--- src/rtl/core/cpc_pkg.sv ---
// Shared types and constants for the coprime pair counter.
// Used by cpc_ctrl, cpc_datapath and coprime_pair_counter_core.
`default_nettype none

package cpc_pkg;

    // Width of each count field on the result bus
    localparam int FIELD_BITS = 32;

    typedef enum logic [2:0] {
        ST_IDLE,
        ST_CHECK,
        ST_STRIP_A,
        ST_STRIP_B,
        ST_SUB,
        ST_COMMIT
    } state_t;

    typedef struct packed {
        logic load;
        logic shift_a;
        logic shift_b;
        logic sub_step;
        logic commit;
        logic verdict;
    } cmd_t;

    typedef struct packed {
        logic both_even;
        logic a_even;
        logic a_one;
        logic b_even;
        logic b_one;
        logic diff_zero;
        logic out_free;
    } status_t;

endpackage

`default_nettype wire

--- src/rtl/core/coprime_pair_counter_core.sv ---
// Top level of the coprime pair counter: stream ports, sequencer and datapath.
// Depends on cpc_pkg, cpc_ctrl and cpc_datapath.
//
//  port group  dir  tdata (low bit up)                       tuser
//  s_*         in   first_raw, second_raw, zero pad to bytes  restart
//  m_*         out  coprime_total[31:0], trial_total[31:0]    is_coprime
//
// From acceptance to result a pair steps through load, parity check, the
// halving steps and the odd check that ends each strip, and the subtract
// steps of the binary GCD loop, then commit.
// The result sits in an output register, so the next pair is taken while it
// waits; a stalled result only holds the commit step of the pair after it.
// rst_n clears the counts, the sequencer and the output valid.
`default_nettype none

module coprime_pair_counter_core #(
    parameter int VALUE_BITS = 12,
    parameter int COUNT_BITS = 32
) (
    input  wire                                   clk,
    input  wire                                   rst_n,
    input  wire                                   s_tvalid,
    output logic                                  s_tready,
    // first_raw, second_raw, zero padding
    input  wire  [((2*VALUE_BITS+7)/8)*8-1:0]     s_tdata,
    // restart
    input  wire                                   s_tuser,
    output logic                                  m_tvalid,
    input  wire                                   m_tready,
    // coprime_total, trial_total
    output logic [2*cpc_pkg::FIELD_BITS-1:0]      m_tdata,
    // is_coprime
    output logic                                  m_tuser
);
    import cpc_pkg::*;

    cmd_t                  cmd;
    status_t               status;
    logic [FIELD_BITS-1:0] coprime_total;
    logic [FIELD_BITS-1:0] trial_total;

    cpc_ctrl u_ctrl (
        .clk      (clk),
        .rst_n    (rst_n),
        .in_valid (s_tvalid),
        .in_ready (s_tready),
        .status   (status),
        .cmd      (cmd)
    );

    cpc_datapath #(
        .VALUE_BITS (VALUE_BITS),
        .COUNT_BITS (COUNT_BITS)
    ) u_datapath (
        .clk               (clk),
        .rst_n             (rst_n),
        .first_raw         (s_tdata[VALUE_BITS-1:0]),
        .second_raw        (s_tdata[2*VALUE_BITS-1:VALUE_BITS]),
        .restart           (s_tuser),
        .cmd               (cmd),
        .status            (status),
        .out_valid         (m_tvalid),
        .out_ready         (m_tready),
        .out_coprime       (m_tuser),
        .out_coprime_total (coprime_total),
        .out_trial_total   (trial_total)
    );

    assign m_tdata = {trial_total, coprime_total};

endmodule

`default_nettype wire

--- src/rtl/core/cpc_ctrl.sv ---
// Sequencer for the binary GCD test: walks strip, subtract and commit steps.
// Depends on cpc_pkg; drives cpc_datapath through cmd_t and reads status_t.
`default_nettype none

module cpc_ctrl (
    input  wire              clk,
    input  wire              rst_n,
    input  wire              in_valid,
    output logic             in_ready,
    input  cpc_pkg::status_t status,
    output cpc_pkg::cmd_t    cmd
);
    import cpc_pkg::*;

    state_t state_reg;
    state_t state_next;
    logic   verdict_reg;
    logic   verdict_next;

    always_ff @(posedge clk or negedge rst_n)
    begin
        if (!rst_n)
        begin
            state_reg   <= ST_IDLE;
            verdict_reg <= 1'b0;
        end
        else
        begin
            state_reg   <= state_next;
            verdict_reg <= verdict_next;
        end
    end

    // next state
    always_comb
    begin
        state_next   = state_reg;
        verdict_next = verdict_reg;
        case (state_reg)
            ST_IDLE:
            begin
                if (in_valid)
                begin
                    state_next = ST_CHECK;
                end
            end
            ST_CHECK:
            begin
                if (status.both_even)
                begin
                    verdict_next = 1'b0;
                    state_next   = ST_COMMIT;
                end
                else
                begin
                    state_next = ST_STRIP_A;
                end
            end
            ST_STRIP_A:
            begin
                if (!status.a_even)
                begin
                    if (status.a_one)
                    begin
                        verdict_next = 1'b1;
                        state_next   = ST_COMMIT;
                    end
                    else
                    begin
                        state_next = ST_STRIP_B;
                    end
                end
            end
            ST_STRIP_B:
            begin
                if (!status.b_even)
                begin
                    if (status.b_one)
                    begin
                        verdict_next = 1'b1;
                        state_next   = ST_COMMIT;
                    end
                    else
                    begin
                        state_next = ST_SUB;
                    end
                end
            end
            ST_SUB:
            begin
                // equal odd values above one: common factor found
                if (status.diff_zero)
                begin
                    verdict_next = 1'b0;
                    state_next   = ST_COMMIT;
                end
                else
                begin
                    state_next = ST_STRIP_B;
                end
            end
            ST_COMMIT:
            begin
                if (status.out_free)
                begin
                    state_next = ST_IDLE;
                end
            end
            default:
            begin
                state_next = ST_IDLE;
            end
        endcase
    end

    // outputs
    always_comb
    begin
        in_ready     = 1'b0;
        cmd          = '0;
        cmd.verdict  = verdict_reg;
        case (state_reg)
            ST_IDLE:
            begin
                in_ready = 1'b1;
                cmd.load = in_valid;
            end
            ST_STRIP_A:
            begin
                cmd.shift_a = status.a_even;
            end
            ST_STRIP_B:
            begin
                cmd.shift_b = status.b_even;
            end
            ST_SUB:
            begin
                cmd.sub_step = 1'b1;
            end
            ST_COMMIT:
            begin
                cmd.commit = status.out_free;
            end
            default:
            begin
                in_ready = 1'b0;
            end
        endcase
    end

endmodule

`default_nettype wire

--- src/rtl/core/cpc_datapath.sv ---
// Operand registers, subtractor, saturating counts and result register.
// Depends on cpc_pkg; commanded by cpc_ctrl.
`default_nettype none

module cpc_datapath #(
    parameter int VALUE_BITS = 12,
    parameter int COUNT_BITS = 32
) (
    input  wire                              clk,
    input  wire                              rst_n,
    input  wire  [VALUE_BITS-1:0]            first_raw,
    input  wire  [VALUE_BITS-1:0]            second_raw,
    input  wire                              restart,
    input  cpc_pkg::cmd_t                    cmd,
    output cpc_pkg::status_t                 status,
    output logic                             out_valid,
    input  wire                              out_ready,
    output logic                             out_coprime,
    output logic [cpc_pkg::FIELD_BITS-1:0]   out_coprime_total,
    output logic [cpc_pkg::FIELD_BITS-1:0]   out_trial_total
);
    import cpc_pkg::*;

    localparam int OP_BITS   = VALUE_BITS + 1;
    localparam int WIDE_BITS = COUNT_BITS + FIELD_BITS;

    logic [OP_BITS-1:0]    a_reg;
    logic [OP_BITS-1:0]    b_reg;
    logic                  restart_reg;
    logic [COUNT_BITS-1:0] coprime_count_reg;
    logic [COUNT_BITS-1:0] trial_count_reg;
    logic                  out_valid_reg;
    logic                  out_coprime_reg;
    logic [FIELD_BITS-1:0] out_coprime_total_reg;
    logic [FIELD_BITS-1:0] out_trial_total_reg;

    logic                  a_gt_b;
    logic [OP_BITS-1:0]    diff;
    logic [OP_BITS-1:0]    min_val;
    logic [COUNT_BITS-1:0] coprime_base;
    logic [COUNT_BITS-1:0] trial_base;
    logic [COUNT_BITS-1:0] coprime_count_next;
    logic [COUNT_BITS-1:0] trial_count_next;
    logic [WIDE_BITS-1:0]  coprime_wide;
    logic [WIDE_BITS-1:0]  trial_wide;

    assign a_gt_b  = a_reg > b_reg;
    assign diff    = a_gt_b ? (a_reg - b_reg) : (b_reg - a_reg);
    assign min_val = a_gt_b ? b_reg : a_reg;

    assign status.both_even = !a_reg[0] && !b_reg[0];
    assign status.a_even    = !a_reg[0];
    assign status.a_one     = a_reg == OP_BITS'(1);
    assign status.b_even    = !b_reg[0];
    assign status.b_one     = b_reg == OP_BITS'(1);
    assign status.diff_zero = diff == '0;
    assign status.out_free  = !out_valid_reg || out_ready;

    // restart clears the counts before this pair is counted
    assign coprime_base = restart_reg ? '0 : coprime_count_reg;
    assign trial_base   = restart_reg ? '0 : trial_count_reg;

    always_comb
    begin
        trial_count_next   = (trial_base == '1) ? trial_base : trial_base + 1'b1;
        coprime_count_next = coprime_base;
        if (cmd.verdict && (coprime_base != '1))
        begin
            coprime_count_next = coprime_base + 1'b1;
        end
    end

    assign coprime_wide = WIDE_BITS'(coprime_count_next);
    assign trial_wide   = WIDE_BITS'(trial_count_next);

    always_ff @(posedge clk)
    begin
        if (cmd.load)
        begin
            a_reg       <= OP_BITS'(first_raw) + OP_BITS'(1);
            b_reg       <= OP_BITS'(second_raw) + OP_BITS'(1);
            restart_reg <= restart;
        end
        else
        begin
            if (cmd.shift_a)
            begin
                a_reg <= a_reg >> 1;
            end
            if (cmd.shift_b)
            begin
                b_reg <= b_reg >> 1;
            end
            else if (cmd.sub_step)
            begin
                a_reg <= min_val;
                b_reg <= diff;
            end
        end
        if (cmd.commit)
        begin
            out_coprime_reg       <= cmd.verdict;
            out_coprime_total_reg <= coprime_wide[FIELD_BITS-1:0];
            out_trial_total_reg   <= trial_wide[FIELD_BITS-1:0];
        end
    end

    always_ff @(posedge clk or negedge rst_n)
    begin
        if (!rst_n)
        begin
            coprime_count_reg <= '0;
            trial_count_reg   <= '0;
            out_valid_reg     <= 1'b0;
        end
        else
        begin
            if (cmd.commit)
            begin
                coprime_count_reg <= coprime_count_next;
                trial_count_reg   <= trial_count_next;
                out_valid_reg     <= 1'b1;
            end
            else if (out_ready)
            begin
                out_valid_reg <= 1'b0;
            end
        end
    end

    assign out_valid         = out_valid_reg;
    assign out_coprime       = out_coprime_reg;
    assign out_coprime_total = out_coprime_total_reg;
    assign out_trial_total   = out_trial_total_reg;

endmodule

`default_nettype wire

--- config.mk ---
export PLATFORM = sky130hd
export DESIGN_NAME = coprime_pair_counter_core
export DESIGN_NICKNAME = d
export VERILOG_FILES = /design/src/rtl/core/cpc_pkg.sv /design/src/rtl/core/coprime_pair_counter_core.sv /design/src/rtl/core/cpc_ctrl.sv /design/src/rtl/core/cpc_datapath.sv
export SDC_FILE = /design/constraint.sdc
export NUM_CORES = 1
export LEC_CHECK = 0
export ABC_AREA = 1
export BUFFER_PORTS_ARGS = -buffer_cell sky130_fd_sc_hd__buf_2
export CAP_MARGIN = 30
export CORE_AREA = 2 2 132 134
export DETAILED_ROUTE_END_ITERATION = 10
export DIE_AREA = 0 0 134 136
export GPL_TIMING_DRIVEN = 0
export MAX_ROUTING_LAYER = met4
export PLACE_DENSITY_LB_ADDON = 0.1
export SLEW_MARGIN = 25
export SYNTH_ARGS = -nofsm -noshare
export SYNTH_HDL_FRONTEND = slang
export SYNTH_SLANG_ARGS = --single-unit
--- constraint.sdc ---
create_clock -name clk -period 7.5 [get_ports clk]
set_input_delay 1.5 -clock clk [delete_from_list [all_inputs] [get_ports clk]]
set_output_delay 1.5 -clock clk [all_outputs]
set_load 0.02 [all_outputs]
After elaboration in Yosys (flattened, before gate mapping)
Index checks and enable logic that the tools add are counted.
Storage, ports and cells
  logic and storage cells: 86
  input port bits: 29
  bits in registers: 161
  output and inout bits: 67
Operators by class
  eq/ne operators: 18
  add/subtract/negate cells: 6
  multiplexer cells: 37
  reductions and logical operators: 13
  magnitude comparators: 1
Operator list (count)
  2-to-1 mux 32 bit: 4
  2-to-1 mux 13 bit: 9
  adder 32 x 1 -> 32 bit (second input constant): 2
  equality test 32 bit (second input constant): 1
  inequality test 32 bit (second input constant): 1
  adder 12 x 1 -> 13 bit (second input constant): 2
  equality test 13 x 1 -> 1 bit (second input constant): 2
  subtractor 13 bit: 2
  2-to-1 mux 3 bit: 7
  case mux 3 bit (6 select lines): 1
  2-to-1 mux 1 bit: 15
  > comparator 13 bit: 1
  zero test 13 bit: 1
  inequality test 2 bit (second input constant): 5
  AND reduction 7 bit: 1
  equality test 3 x 2 -> 1 bit (second input constant): 2
  equality test 3 bit (second input constant): 2
  inequality test 2 x 1 -> 1 bit (second input constant): 3
  inequality test 4 x 1 -> 1 bit (second input constant): 1
  case mux 1 bit (4 select lines): 1
  AND reduction 4 bit: 1
  nonzero test 4 bit: 1
  equality test 3 x 1 -> 1 bit (second input constant): 1
  zero test 1 bit: 3
  other kinds (5): 6

Logic depth before layout (Yosys ltp)
Gate-level depths: netlist of run 1.
  depth after elaboration: 6
  depth in mapped cells: 21

Modules after synthesis
Synthesis of run 1 repeated with hierarchy kept, for this count alone.
Unflattened totals
  cells, all modules: 1555
  area total of the unflattened synthesis: 11212.0 sq um
By module, submodules not included
  cpc_datapath: seq. area each 4389.2 sq um, area each 10850.4 sq um, cells each 1492, times used 1
  cpc_ctrl: seq. area each 100.1 sq um, area each 361.6 sq um, cells each 63, times used 1

Worst setup path after synthesis of run 1
Ideal clock, no wire load.
  path type: in2reg
  start: input port m_tready
  end: register u_datapath.out_coprime_reg, in the netlist u_datapath.out_coprime (enable)
  slack: 3.000 ns
  data arrival time: 4.046 ns
  required time: 7.045 ns
  setup time: 0.455 ns
  cell stages on the path: 4
  path through: nor2_1 nor2_1 clkbuf_1 clkbuf_1
RTL lines
  start: declaration: RTL line coprime_pair_counter_core.sv:29  | input wire m_tready,
  end signal: assignment: RTL line cpc_datapath.sv:102  | out_coprime_reg <= cmd.verdict;
  end: declaration: RTL line cpc_datapath.sv:33  | logic out_coprime_reg;

Worst setup path in the final report of run 1
  start: register u_datapath.restart_reg
  end: register u_datapath.trial_count_reg[5]
Between the ends
  cells in the longest elaborated chain, start to end: 3
  elaborated cells between the ends (all ways): 4
RTL lines
  start: declaration: RTL line cpc_datapath.sv:29  | logic restart_reg;
  start signal: assignment: RTL line cpc_datapath.sv:82  | restart_reg <= restart;
  2-to-1 mux 32 bit *: RTL line cpc_datapath.sv:61  | assign trial_base = restart_reg ? '0 : trial_count_reg;
  adder 32 x 1 -> 32 bit / equality test 32 bit (equally long branches): RTL line cpc_datapath.sv:65  | trial_count_next = (trial_base == '1) ? trial_base : trial_base + 1'b1;
  2-to-1 mux 32 bit *: RTL line cpc_datapath.sv:65
  net u_datapath.trial_count_next[5]: RTL line cpc_datapath.sv:43  | logic [COUNT_BITS-1:0] trial_count_next;
  end signal: assignment: RTL line cpc_datapath.sv:121  | trial_count_reg <= trial_count_next;
  end: declaration: RTL line cpc_datapath.sv:31  | logic [COUNT_BITS-1:0] trial_count_reg;
Mark *: on every way through the listed nets, which the timed path passes. The rest lies on a longest branch.
A chain may end at the register's enable or synchronous reset.

==> results, run 1 <==
- The flow ran to the end, and the final reports show no timing, DRC or antenna violations.
- The completed layout was analyzed and its total power is 5.11 mW.
- In this run, synthesis produced a sequential element count of 161.
- The final setup TNS is 0 ns.
- The initial cell density of the core is 63.1%.
- The element type at the critical path end is a flop.
- The routed metal-1 wire length is 12.1 mm.
- Row generation in the floorplan step produced 48 rows.
- From synthesis to final layout, the design area changed by 13.8%.
- The critical path ends at u_datapath.trial_count_reg[5].
- The worst-case headroom to the max-slew limit is 45.4%.
- The initial antenna violation count is 0.
- In this run, post-CTS hold repair placed 0 buffers.
- The number of antenna diodes in the final layout is 0.
- The worst register-to-register path begins at u_datapath.restart_reg.
- The number of pins exceeding their max-slew limit in the final report is 0.
- The post-synthesis cell type with the largest combined area is edfxtp_1.
- The die footprint is 0.0182 mm2.
- The residual DRC count is 0.
- Prior to clock tree synthesis, the placed netlist has a worst setup slack of 3.73 ns.
- Clock latency on the worst-skew pair, taken at its later pin, is 0.43 ns.
- Counting flops with a built-in enable in the synthesized netlist gives 92.
- The first global-routing pass estimated 47.8 mm of wire.
- The number of cells on the worst reg-to-reg path is 17.
- Counting distinct cell types in the post-synthesis netlist gives 49.
- The critical path class is reg2reg.
- The sequential share of power is 28.6%.
- The per-instance average area after synthesis is 7.57 um2.
- The TritonCTS buffer count is 17.
- The internal portion of the total power is 2.72 mW.
- The uppermost layer routed is met4.
- The number of buffers between clock root and the deepest sink is 2.
- The count of vias placed by the detailed router is 10026.
- The switching power of the nets is 2.39 mW.
- Derived from the worst setup path, the maximum achievable clock frequency is 256 MHz.
- Buffers added to address setup during post-CTS repair amount to 0.
- Once layout is done, the placed cells without fillers occupy 0.0121 mm2.
- The area share of the largest cell type after synthesis is 25.9%.
- The number of nets in the synthesized netlist is 1468.
- The tool flagged a number of max-cap violations equal to 0.
- The share of synthesized flip-flops with an asynchronous set or reset is 42.9%.
- In this run the register-to-register setup slack is 3.59 ns.
- The placed standard-cell area is 0.0115 mm2.
- Of the total power, the share spent switching nets is 46.7%.
- The floorplan step defined a core boundary enclosing 0.0169 mm2.
- The detailed-routed wire length on met3 is 2.06 mm.
- In the final routed layout, each cell accounts on average for 17.2 um.
- In this run the worst setup path begins at u_datapath.restart_reg.
- The transition time at the pin with the least slew margin is 0.819 ns.
- The cell count after synthesis is 1407.
- The count of cells resized by post-cts repair is 0.
- The worst-case clock skew is 0.00878 ns.
- Data on the critical path arrives at its endpoint at 4.25 ns.
- Once detail routing completed, the nets flagged for antenna violations numbered 0.
- Setup repair after global routing left no endpoint under its margin.
- Yosys printed 0 warnings.
- In this run the static leakage power is 5.46 nW.
- The post-route netlist has 13.3% of its cells at a drive strength greater than 1.
- After the last flow step, the layout net total stands at 1584.
- Pin placement for this block handled 96 I/O pins.
- In the post-route analysis, the smallest setup slack over all paths is 3.59 ns.
- The clock period minus final worst setup slack is 3.91 ns.
- The x dimension of the die is 134 um.
- The met2 wire length is 14.6 mm.
- After clock tree synthesis, the clock-pin slew on the worst setup and hold paths is 0.06 ns.
- The worst hold slack across all endpoints is 0.484 ns.
- The worst path uses 52.1% of the clock period.
- Once detailed placement completed, the half-perimeter wirelength came to 22.9 mm.
- The number of global-route vias before repair is 9357.
- The critical path data required time is 7.84 ns.
- The number of endpoints with negative hold slack in the final report was 0.
- Across every metal layer, demand over resource in global routing totals 35.2%.
- The kind of start point of the critical path is a flop.
- In this run the number of H-tree levels came out at 4.
- The number of DRC markers in iteration 0 is 960.
- For this run, the detailed router's first-pass iteration total came to 5.
- The peak fanout along the critical path is 10.
- In this run the worst hold path is classified as reg2reg.
- The synthesized netlist occupies a cell area of 0.0107 mm2.
- The count of clock tree sinks is 161.
- The pin count of the biggest net entering global routing is 56.
- The relative contribution of the clock network to total power is 19.0%.
- The total wire length is 30.4 mm.
- The TritonCTS clock tree is yes.
- The count of port buffers added during placement is 95.
- The reg-to-reg critical path endpoint is u_datapath.trial_count_reg[5].
- Dividing the detail-routed via count by the number of cells gives 5.69.
- The buffer cell driving the clock tree root is clkbuf_16.
- The congestion estimate from routability-driven global placement came to 1.11.
- The final setup violation count is 0.
- In the synthesized netlist the dominant register cell turns out to be edfxtp_1.
- The share of the Yosys chip area taken by registers is 42.1%.
- After global routing the overflow that remains totals 0.
- After synthesis, the cell types taking the most area are edfxtp_1, dfrtp_1, nand2_1.
- The worst vdd rail ir drop is 0.000427 V.
- The total power density per cell area is 422 mW/mm2.
- The logic gate share of total power is 52.4%.
- The y dimension of the die is 136 um.
cell families after synthesis:
| group | share of synthesized area [%] |
|---|---|
| DFF | 42.1 |
| buffers and inverters | 9.13 |
| xor gates and xnor gates | 5.85 |
| adders and majority gates | 3.90 |
| AOI/OAI and AO/OA | 7.07 |
| and+or+nand+nor | 31.9 |
critical path, stage by stage, from the launching register on:
cell and delay [ns]:
edfxtp_1 0.59, buf_2 0.42, buf_2 0.34, buf_1 0.58, nor2_1 0.12, ha_1 0.26, nand4_1 0.18, nor2_2 0.08
nand2_1 0.13, nor2_4 0.07, inv_2 0.06, nor2_2 0.05, nand3_4 0.13, nand2_2 0.09, nor2_2 0.21, xor2_1 0.31
nand2_1 0.09, o21ai_0 0.10
synth_stat cells, types with 2 or more instances:
master	number
a21oi_1	20
and2_1	2
buf_1	6
buf_2	6
buf_4	3
buf_6	5
clkbuf_1	17
dfrtp_1	69
edfxtp_1	92
fa_1	2
ha_1	30
inv_1	197
inv_2	8
nand2_1	399
nand2_2	15
nand2_4	2
nand3_1	87
nand3b_1	3
nand4_1	39
nand4_2	2
nor2_1	141
nor2_2	16
nor2_4	5
nor3_1	33
nor3_2	3
nor4_1	13
o211ai_1	2
o21ai_0	82
o21ai_1	6
o21bai_1	2
o221ai_1	10
o22ai_1	9
o41ai_1	2
or2_2	2
xnor2_1	19
xor2_1	41
xor2_2	5
per-layer routing:
metal,vias up,global-route usage [%]
met1,4620,42.3
met5,-,-
met4,0,19.2
li1,4798,-
met3,121,4.66
met2,487,57.9
power by group through the flow:
stage | Combinational, mW | Clock, mW | Sequential [mW]
floorplan | 1.87 | 0 | 1.44
global placement | 2.55 | 0 | 1.47
detailed placement | 2.61 | 0 | 1.47
CTS | 2.63 | 0.971 | 1.45
global route | 2.98 | 1.00 | 1.48
finish | 2.68 | 0.970 | 1.46
layout by cell type, fill, tap and decap left out, drive strengths merged, types with 5 or more instances in the layout:
cell / Yosys / routed
o22ai: 9 / 9
a21oi: 20 / 20
inv: 205 / 207
nand3: 88 / 88
o21ai: 88 / 88
nand2: 416 / 416
o221ai: 10 / 10
xnor2: 20 / 20
nor3: 37 / 37
buf: 20 / 117
nand4: 41 / 41
nor4: 14 / 14
ha: 30 / 30
edfxtp: 92 / 92
bufinv: 0 / 5
clkbuf: 18 / 39
dfrtp: 69 / 69
nor2: 162 / 162
xor2: 46 / 46
stage by stage:
step                utilization [%]  instances
floorplan                         -       1407
finish                         71.9       1761
CTS                            71.9       1761
global placement               67.6       1727
global route                   71.9       1761
detailed placement             68.0       1729
final cells by class:
cell class | instances | area (um2)
Inverter | 206 | 773
Fill cell | 1369 | 4750
Multi-Input combinational cell | 1002 | 5190
Tap cell | 225 | 282
Clock inverter | 11 | 201
Sequential cell | 161 | 4490
Buffer | 38 | 204
Clock buffer | 21 | 450
Timing Repair Buffer | 97 | 533
worst min-delay path by stage:
stage / start / endpoint / slack [ns] / depth (start not counted)
after floorplan: u_datapath.trial_count_reg[7] / u_datapath.trial_count_reg[7] / 0.45 / 2
after global placement: u_datapath.coprime_count_reg[11] / u_datapath.coprime_count_reg[11] / 0.46 / 2
after detailed placement: u_datapath.coprime_count_reg[25] / u_datapath.coprime_count_reg[25] / 0.47 / 2
after CTS: u_datapath.trial_count_reg[7] / u_datapath.trial_count_reg[7] / 0.49 / 2
after global routing: u_datapath.trial_count_reg[7] / u_datapath.trial_count_reg[7] / 0.50 / 2
final: u_datapath.coprime_count_reg[25] / u_datapath.coprime_count_reg[25] / 0.48 / 2
Note: power is estimated with default switching activity, not from simulation.
==> run 2: changes to the inputs <==
ABC_AREA = 0   (was 1)
CORE_AREA = 2 2 138 140   (was 2 2 132 134)
DIE_AREA = 0 0 140 142   (was 0 0 134 136)
clock period = 3.4 ns   (was 7.5 ns; I/O delays follow)
==> run 2 against run 1 <==
  * Flip-flop and latch count did not move
  * Combinational power increased by 98%
  * Hold slack got worse by 0.23 ns
  * Critical path depth down 4
  * Final cell count decreased by 18%
  * Via count shrank 19%
  * Die area up 9.1%
  * The flow now finishes with violations (design-rule violations)
  * Critical endpoint is now u_ctrl.verdict_reg
  * Count of clock-buffer cells in the layout grew 2
  * Largest power group unchanged
==> results, run 2 <==
- After layout, the worst path uses 99.3% of the clock period.
- The reg-to-reg critical path endpoint is u_ctrl.verdict_reg.
- The routed metal-1 wire length is 11.7 mm.
- 0 antenna diodes ended up in the layout.
- The floorplan step defined a die boundary enclosing 0.0199 mm2.
- The number of pins exceeding their max-slew limit in the final report is 0.
- For the worst setup path, the data arrival time is 3.70 ns.
- The TritonCTS clock tree is yes.
- The number of nets in the synthesized netlist is 1098.
- The cell sitting at the root of the clock tree is a clkbuf_16.
- The critical path data required time is 3.72 ns.
- The number of endpoints with negative hold slack in the final report is 0.
- The worst vdd rail ir drop is 0.000506 V.
- For this block, the routed nets add up to 25.9 mm of wire.
- By instance count, the leading cell after synthesis is nand2_1.
- The y dimension of the die is 142 um.
- The peak fanout along the critical path is 9.
- Cells with a size suffix above 1 make up 18.5% of the layout.
- The clock-pin transition on the worst setup and hold timing paths is 0.07 ns.
- The detail-routed net length per standard cell is 18.0 um.
- The count of flip-flops with a built-in enable after synthesis is 92.
- For this configuration, the core starts out at a cell density of 52.6%.
- The count of nets left with antenna violations once routing finished came out at 0.
- The detailed-routed wire length on met3 is 1.60 mm.
- Across all setup checks in the final design, the least slack found is 0.0223 ns.
- The worst setup path is of the reg2reg kind.
- Summing the areas of all fa, ha and maj instances in the mapped netlist gives 4.28% of the synthesized area.
- In this run the tightest slew margin relative to its limit is 40.7%.
- The post-route non-filler standard cell count is 1437.
- The worst hold slack across all endpoints is 0.253 ns.
- Entering global routing, the biggest net connects 44 pins.
- The depth of the worst register-to-register path is 13.
- The element type at the critical path end is a flop.
- A synthesized cell averages 9.37 um2.
- The primary flip-flop cell chosen by synthesis mapping is edfxtp_1.
- The final-stage net count is 1251.
- The share of the synthesized area in compound gates (AO/OA/AOI/OAI) is 12.0%.
- The layout-stage area growth over the synthesis result is 18.4%.
- Ranked by instance count, the synthesized netlist is headed by nand2_1, edfxtp_1, nor2_1, dfrtp_1, o21ai_0.
- The TritonCTS buffer count is 17.
- The aggregate global routing overflow is 0.
- The clock passes through at most 2 buffers.
- The initial antenna violation count is 0.
- The weighted congestion reported at the end of routability-driven placement is 0.912.
- Static timing analysis puts the maximum clock frequency at 296 MHz.
- After synthesis, the cell types taking the most area are edfxtp_1, dfrtp_1, nand2_1.
- By area, the combinational part of the netlist is dominated by simple AND/OR/NAND/NOR gates.
- The first global-routing pass estimated 40.5 mm of wire.
- The share of synthesized area in the top cell type comes to 28.4%.
- Dividing total power by cell area gives a power density of 873 mW/mm2.
- The share of synthesized flip-flops with an asynchronous set or reset is 42.9%.
- In the layout the commonest cells are nand2_1, buf_2, edfxtp_1.
- In this run the standard cell core region covers 0.0185 mm2.
- The HPWL reported at the end of detailed placement is 18.4 mm.
- The number of global-route vias before repair is 7536.
- The share of synthesized area spent on multiplexers is 3.16%.
- The most frequent standard cell in the layout excluding fill and tap cells is nand2_1.
- The final reports fail on design-rule violations.
- The kind of start point of the critical path is a flop.
- For this run, the detailed router's first-pass iteration total came to 11.
- The register area share after synthesis is 46.2%.
- The count of clock tree sinks is 161.
- The reg-to-reg setup timing slack is 0.02 ns.
- The flow ran to the end, but the final reports show violations.
- Counting I/O delays and the setup requirement, the final critical path takes 3.38 ns.
- The total of warnings raised by yosys is 0.
- The synthesized netlist devotes 7.92% of its cell area to XOR and XNOR gates.
- The reg-to-reg critical path startpoint is u_datapath.b_reg[3].
- The number of DRC markers in iteration 0 is 737.
- The total instance count after detailed placement is 1368.
- The min-delay analysis places its worst path in the category in2async.
- Counting distinct cell types in the post-synthesis netlist gives 74.
- After synthesis the netlist holds a flip-flop and latch count of 161.
- The post-place setup slack is -0.216 ns.
- The global router's overall resource usage is 27.0%.
- From left edge to right edge, the die measures 140 um.
- During placement, the flow inserted port buffers numbering 95.
- For the pin with the worst max-slew slack, the measured transition is 0.882 ns.
- The area fraction in and, or, nand and nor cells after synthesis is 22.4%.
- The count of vias placed by the detailed router is 8151.
- The final setup violation count is 0.
- The post-synthesis cell type with the largest combined area is edfxtp_1.
- The count of boundary I/O pins is 96.
- The number of standard-cell rows in the floorplan is 50.
- The post-layout utilization of the core is 62.3%.
- CTS built an H-tree with a depth of 4.
- The synthesized netlist occupies a cell area of 0.00971 mm2.
- After detailed routing, the met2 layer carries 11.8 mm of wire.
- Across the run, the number of max-cap violations was 0.
- Synthesis produced 1037 cells.
- The clock network latency to the later pin of the worst-skew pair is 0.44 ns.
- After detailed routing, the number of remaining DRC violations is 10.
- The worst-case clock skew is 0.0144 ns.
- Routed signal wires occupy layers up through met4.
- Dividing the detail-routed via count by the number of cells gives 5.67.
- The analysis attributes to cell leakage a power of 4.58 nW.
[run 2: critical path: stages, from the launching register on]
cell      delay, ns
edfxtp_1       0.43
inv_1          0.07
ha_1           0.31
buf_6          0.14
a21o_1         0.15
a21oi_2        0.08
a211o_4        0.38
a21oi_4        0.30
o21ai_0        0.27
a22oi_2        0.25
nand4_1        0.12
or3_4          0.45
a31oi_4        0.22
o21ai_1        0.09
[run 2: logic make-up (layout without fill, tap and decap cells)]
family,after synthesis,in the layout
AND/OR/NAND/NOR,460,460
flip-flops,161,161
multiplexers,29,29
AO/OA/AOI/OAI,179,179
XOR/XNOR,87,87
adder cells (fa/ha/maj),32,32
buffers and inverters,89,255
[run 2: timing repair]
action                     CTS  global route
hold buffers                 0             0
buffers inserted            14            24
resized for setup           11            23
setup endpoints to repair    9            17
gates cloned                 0             0
pin swaps                    1            10
[run 2: through the flow]
step	cell area (um2)	TNS [ns]	total power, mW
global placement	10500	-1.00	7.45
finish	11500	0	10.0
detailed placement	10500	-0.940	7.47
global route	11500	-0.186	10.6
floorplan	9720	0	6.20
CTS	11200	0	9.54
[run 2: metal layers]
layer	vias to the layer above	track usage [%]
met1	3818	37.3
met3	61	3.84
met4	0	9.36
li1	3943	-
met2	329	41.5
met5	-	-
[run 2: layout make-up]
| type | instances | area [um2] |
|---|---|---|
| Sequential cell | 161 | 4490 |
| Multi-Input combinational cell | 787 | 4960 |
| Tap cell | 234 | 293 |
| Timing Repair Buffer | 135 | 807 |
| Inverter | 38 | 143 |
| Buffer | 50 | 250 |
| Clock buffer | 23 | 488 |
| Fill cell | 1614 | 6950 |
| Clock inverter | 9 | 72.6 |
[run 2: worst max-delay path by stage]
stage | start | to | cells past startpoint | slack (ns)
after CTS | u_datapath.b_reg[6] | u_ctrl.verdict_reg | 13 | 0.02
final | u_datapath.b_reg[3] | u_ctrl.verdict_reg | 13 | 0.02
after global placement | u_datapath.b_reg[1] | u_ctrl.verdict_reg | 12 | -0.25
after detailed placement | u_datapath.b_reg[1] | u_ctrl.verdict_reg | 12 | -0.22
after global routing | u_datapath.b_reg[3] | u_ctrl.state_reg[2] | 13 | -0.08
after floorplan | u_datapath.b_reg[1] | u_ctrl.verdict_reg | 12 | 0.40
[run 2: power breakdown]
group / switching (mW) / internal (mW) / total (mW)
sequential: 0.285 / 2.61 / 2.89
clock: 0.815 / 1.02 / 1.83
combinational: 3.20 / 2.10 / 5.31
total: 4.30 / 5.73 / 10.0
==> run 3: changes to the inputs <==
CELL_PAD_IN_SITES_DETAIL_PLACEMENT = 1   (was not set)
CELL_PAD_IN_SITES_GLOBAL_PLACEMENT = 2   (was not set)
CORE_AREA = 2 2 173 175   (was 2 2 138 140)
DIE_AREA = 0 0 175 177   (was 0 0 140 142)
==> run 3 against run 2 <==
  * The run now ends clean
  * Routed wire length rose by 17%
  * Combinational power rose by 11%
  * Die area rose by 56%
  * Clock skew rose by 0.0099 ns
  * Critical path depth fell by 1
  * Flip-flop and latch count did not move
  * Register-to-register slack improved by 0.05 ns
  * Non-clock buffer count fell by 3
  * Final cell count rose by 11%
  * Critical path type unchanged
  * Highest routed layer unchanged
==> results, run 3 (synthesized netlist as in run 2, its figures left out) <==
- The area growth from synthesis to layout is 22.2%.
- The tightest min-delay check is of the in2async type.
- Timing would allow up to 300 MHz.
- The worst setup path is captured at a flop.
- The worst setup path is launched from a flop.
- Max-cap violations in this run came to 0.
- The standard cell core area is 0.0292 mm2.
- In this run the number of H-tree levels came out at 4.
- The number of hold buffers added after cts is 0.
- The first-pass detailed-route iteration total is 5.
- The number of endpoints with negative hold slack in the final report is 0.
- Entering global routing, the biggest net connects 47 pins.
- The TritonCTS clock tree is yes.
- The routed design has 30.2 mm of wire.
- The count of boundary I/O pins is 96.
- Counting along the longest clock path gives a buffer depth of 2.
- The initial cell density of the core is 33.2%.
- The clock reaches the later pin of the worst-skew pair after 0.44 ns.
- The footprint of the flip-flops and latches is 0.00449 mm2.
- For this design the static power due to leakage is 4.64 nW.
- Headroom to the max-slew limit came out at 41.4%.
- The critical path data required time is 3.73 ns.
- The number of global-route vias before repair is 8136.
- The fraction of layout instances using a drive strength above 1 is 19.8%.
- The HPWL reported at the end of detailed placement is 22.2 mm.
- The x dimension of the die is 175 um.
- Setup repair after global routing could not meet its margin everywhere.
- The transition time at the pin with the least slew margin is 0.873 ns.
- The clock drives 161 sinks.
- The first global-routing pass estimated 47.1 mm of wire.
- Buffers placed on the I/O ports in this run total 95.
- The critical path class is reg2reg.
- The portion of the clock cycle consumed by the worst path in the final layout is 98.0%.
- The worst vdd rail ir drop is 0.000367 V.
- The number of DRC markers in iteration 0 is 373.
- The least setup slack across all paths after layout is 0.0685 ns.
- The floorplan has 63 rows.
- Summed over all layers, the global routing overflow is 0.
- The weighted congestion reported at the end of routability-driven placement is 0.806.
- For this run, design rule violations remaining after detail routing come to 0.
- The most frequent standard cell in the layout excluding fill and tap cells is nand2_1.
- The area of the multi-input gates is 0.00510 mm2.
- Timing analysis after detailed placement gives a worst setup slack of -0.455 ns.
- The number of vias per cell after detailed routing is 5.05.
- Setup violations remaining at the end of the flow were counted as 0.
- The post-layout instance area is 0.0119 mm2.
- The reg-to-reg setup timing slack is 0.07 ns.
- The post-layout utilization of the core is 40.6%.
- The count of nets left with antenna violations once routing finished came out at 0.
- The top cell types in the final layout, fill and taps aside, are nand2_1, buf_2, edfxtp_1.
- Clock-pin slew was measured on the worst setup and hold paths at 0.08 ns.
- The count of vias placed by the detailed router is 8034.
- On the final layout, the worst clock skew is 0.0243 ns.
- The placed standard-cell area is 0.0107 mm2.
- Power spread over the standard cell area amounts to 907 mW/mm2.
- 0 antenna diodes ended up in the layout.
- At the end of the flow, the number of nets in the layout was 1249.
- The number of pins exceeding their max-slew limit in the final report is 0.
- The initial antenna violation count is 0.
- The TritonCTS buffer count is 17.
- Of all nets on the critical path, the largest fanout is 7.
- The global router's overall resource usage is 20.3%.
- The buffer cell driving the clock tree root is clkbuf_16.
- After filler insertion, the fill cell instance count of the layout stands at 3401.
- The flow ran to the end, and the final reports show no timing, DRC or antenna violations.
- For the finished layout, the period the worst path requires is 3.33 ns.
- The detail-routed net length per standard cell is 19.0 um.
- The y dimension of the die is 177 um.
- The arrival time at the worst endpoint is 3.66 ns.
- The floorplan step defined a die boundary enclosing 0.0310 mm2.
## run 3: cell types whose count changed in the layout (fill, tap and decap cells not counted), sizes merged, moves of 3 or more
cell	previous run	this run
clkbuf	57	52
clkinvlp	5	2
buf	151	148
inv	40	46
## run 3: worst max-delay path, cell delays in order (launching register included)
cell,delay (ns)
edfxtp_1,0.54
ha_2,0.48
nand2_1,0.12
o21ai_1,0.30
a21oi_4,0.11
buf_4,0.17
a21oi_4,0.21
mux2i_1,0.27
xnor2_1,0.21
nand4_1,0.14
or3_4,0.39
a31oi_4,0.20
o21ai_1,0.09
## run 3: final cells by class
class	count	share of cell area [%]
clock buffers	18	3.61
repair buffers	132	6.70
clock inverters	14	1.38
multi-input cells	788	42.9
inverters	38	1.20
well taps	390	4.11
plain buffers	50	2.28
flip-flops and latches	161	37.8
## run 3: stage by stage
step	cells	hold WS (ns)	TNS (ns)	total power [mW]
floorplan	1037	0.384	0	6.20
global placement	1522	0.474	-6.70	7.72
detailed placement	1524	0.483	-3.08	7.74
CTS	1572	0.191	0	10.0
global route	1591	0.213	-0.0737	11.5
finish	1591	0.185	0	10.8
## run 3: what timing repair did
item                       4_1_cts  5_1_grt
gates resized for setup         14       49
setup buffers                   16       19
cloned                           1        0
pin swaps                        4       15
setup endpoints to repair       17       18
## run 3: report_power, final
| group | internal, mW | switching (mW) | leakage (nW) |
|---|---|---|---|
| logic | 2.36 | 3.52 | 2.62 |
| clock network | 1.05 | 0.944 | 0.284 |
| registers | 2.61 | 0.284 | 1.74 |
| total | 6.02 | 4.75 | 4.64 |
## run 3: path summary, 6_finish.rpt
path / from / endpoint / depth (start not counted)
max: u_datapath.a_reg[12] / u_ctrl.verdict_reg / 12
min: rst_n / u_datapath.trial_count_reg[22] / 1
max reg2reg: u_datapath.a_reg[12] / u_ctrl.verdict_reg / 12
min reg2reg: u_datapath.trial_count_reg[1] / u_datapath.trial_count_reg[1] / 2
max in group asynchronous: rst_n / u_datapath.trial_count_reg[2] / 2
min in group clk: s_tuser / u_datapath.restart_reg / 1
## run 3: layer usage
| layer | wire length, um | share of wire, % | vias to the layer above | GRT usage (%) |
|---|---|---|---|---|
| met1 | 14400 | 48 | 3927 | 26.5 |
| met2 | 14500 | 48 | 136 | 33.8 |
| met5 | 0 | 0 | - | - |
| met3 | 706 | 2.3 | 38 | 2.30 |
| li1 | - | - | 3933 | - |
| met4 | 529 | 1.8 | 0 | 5.31 |
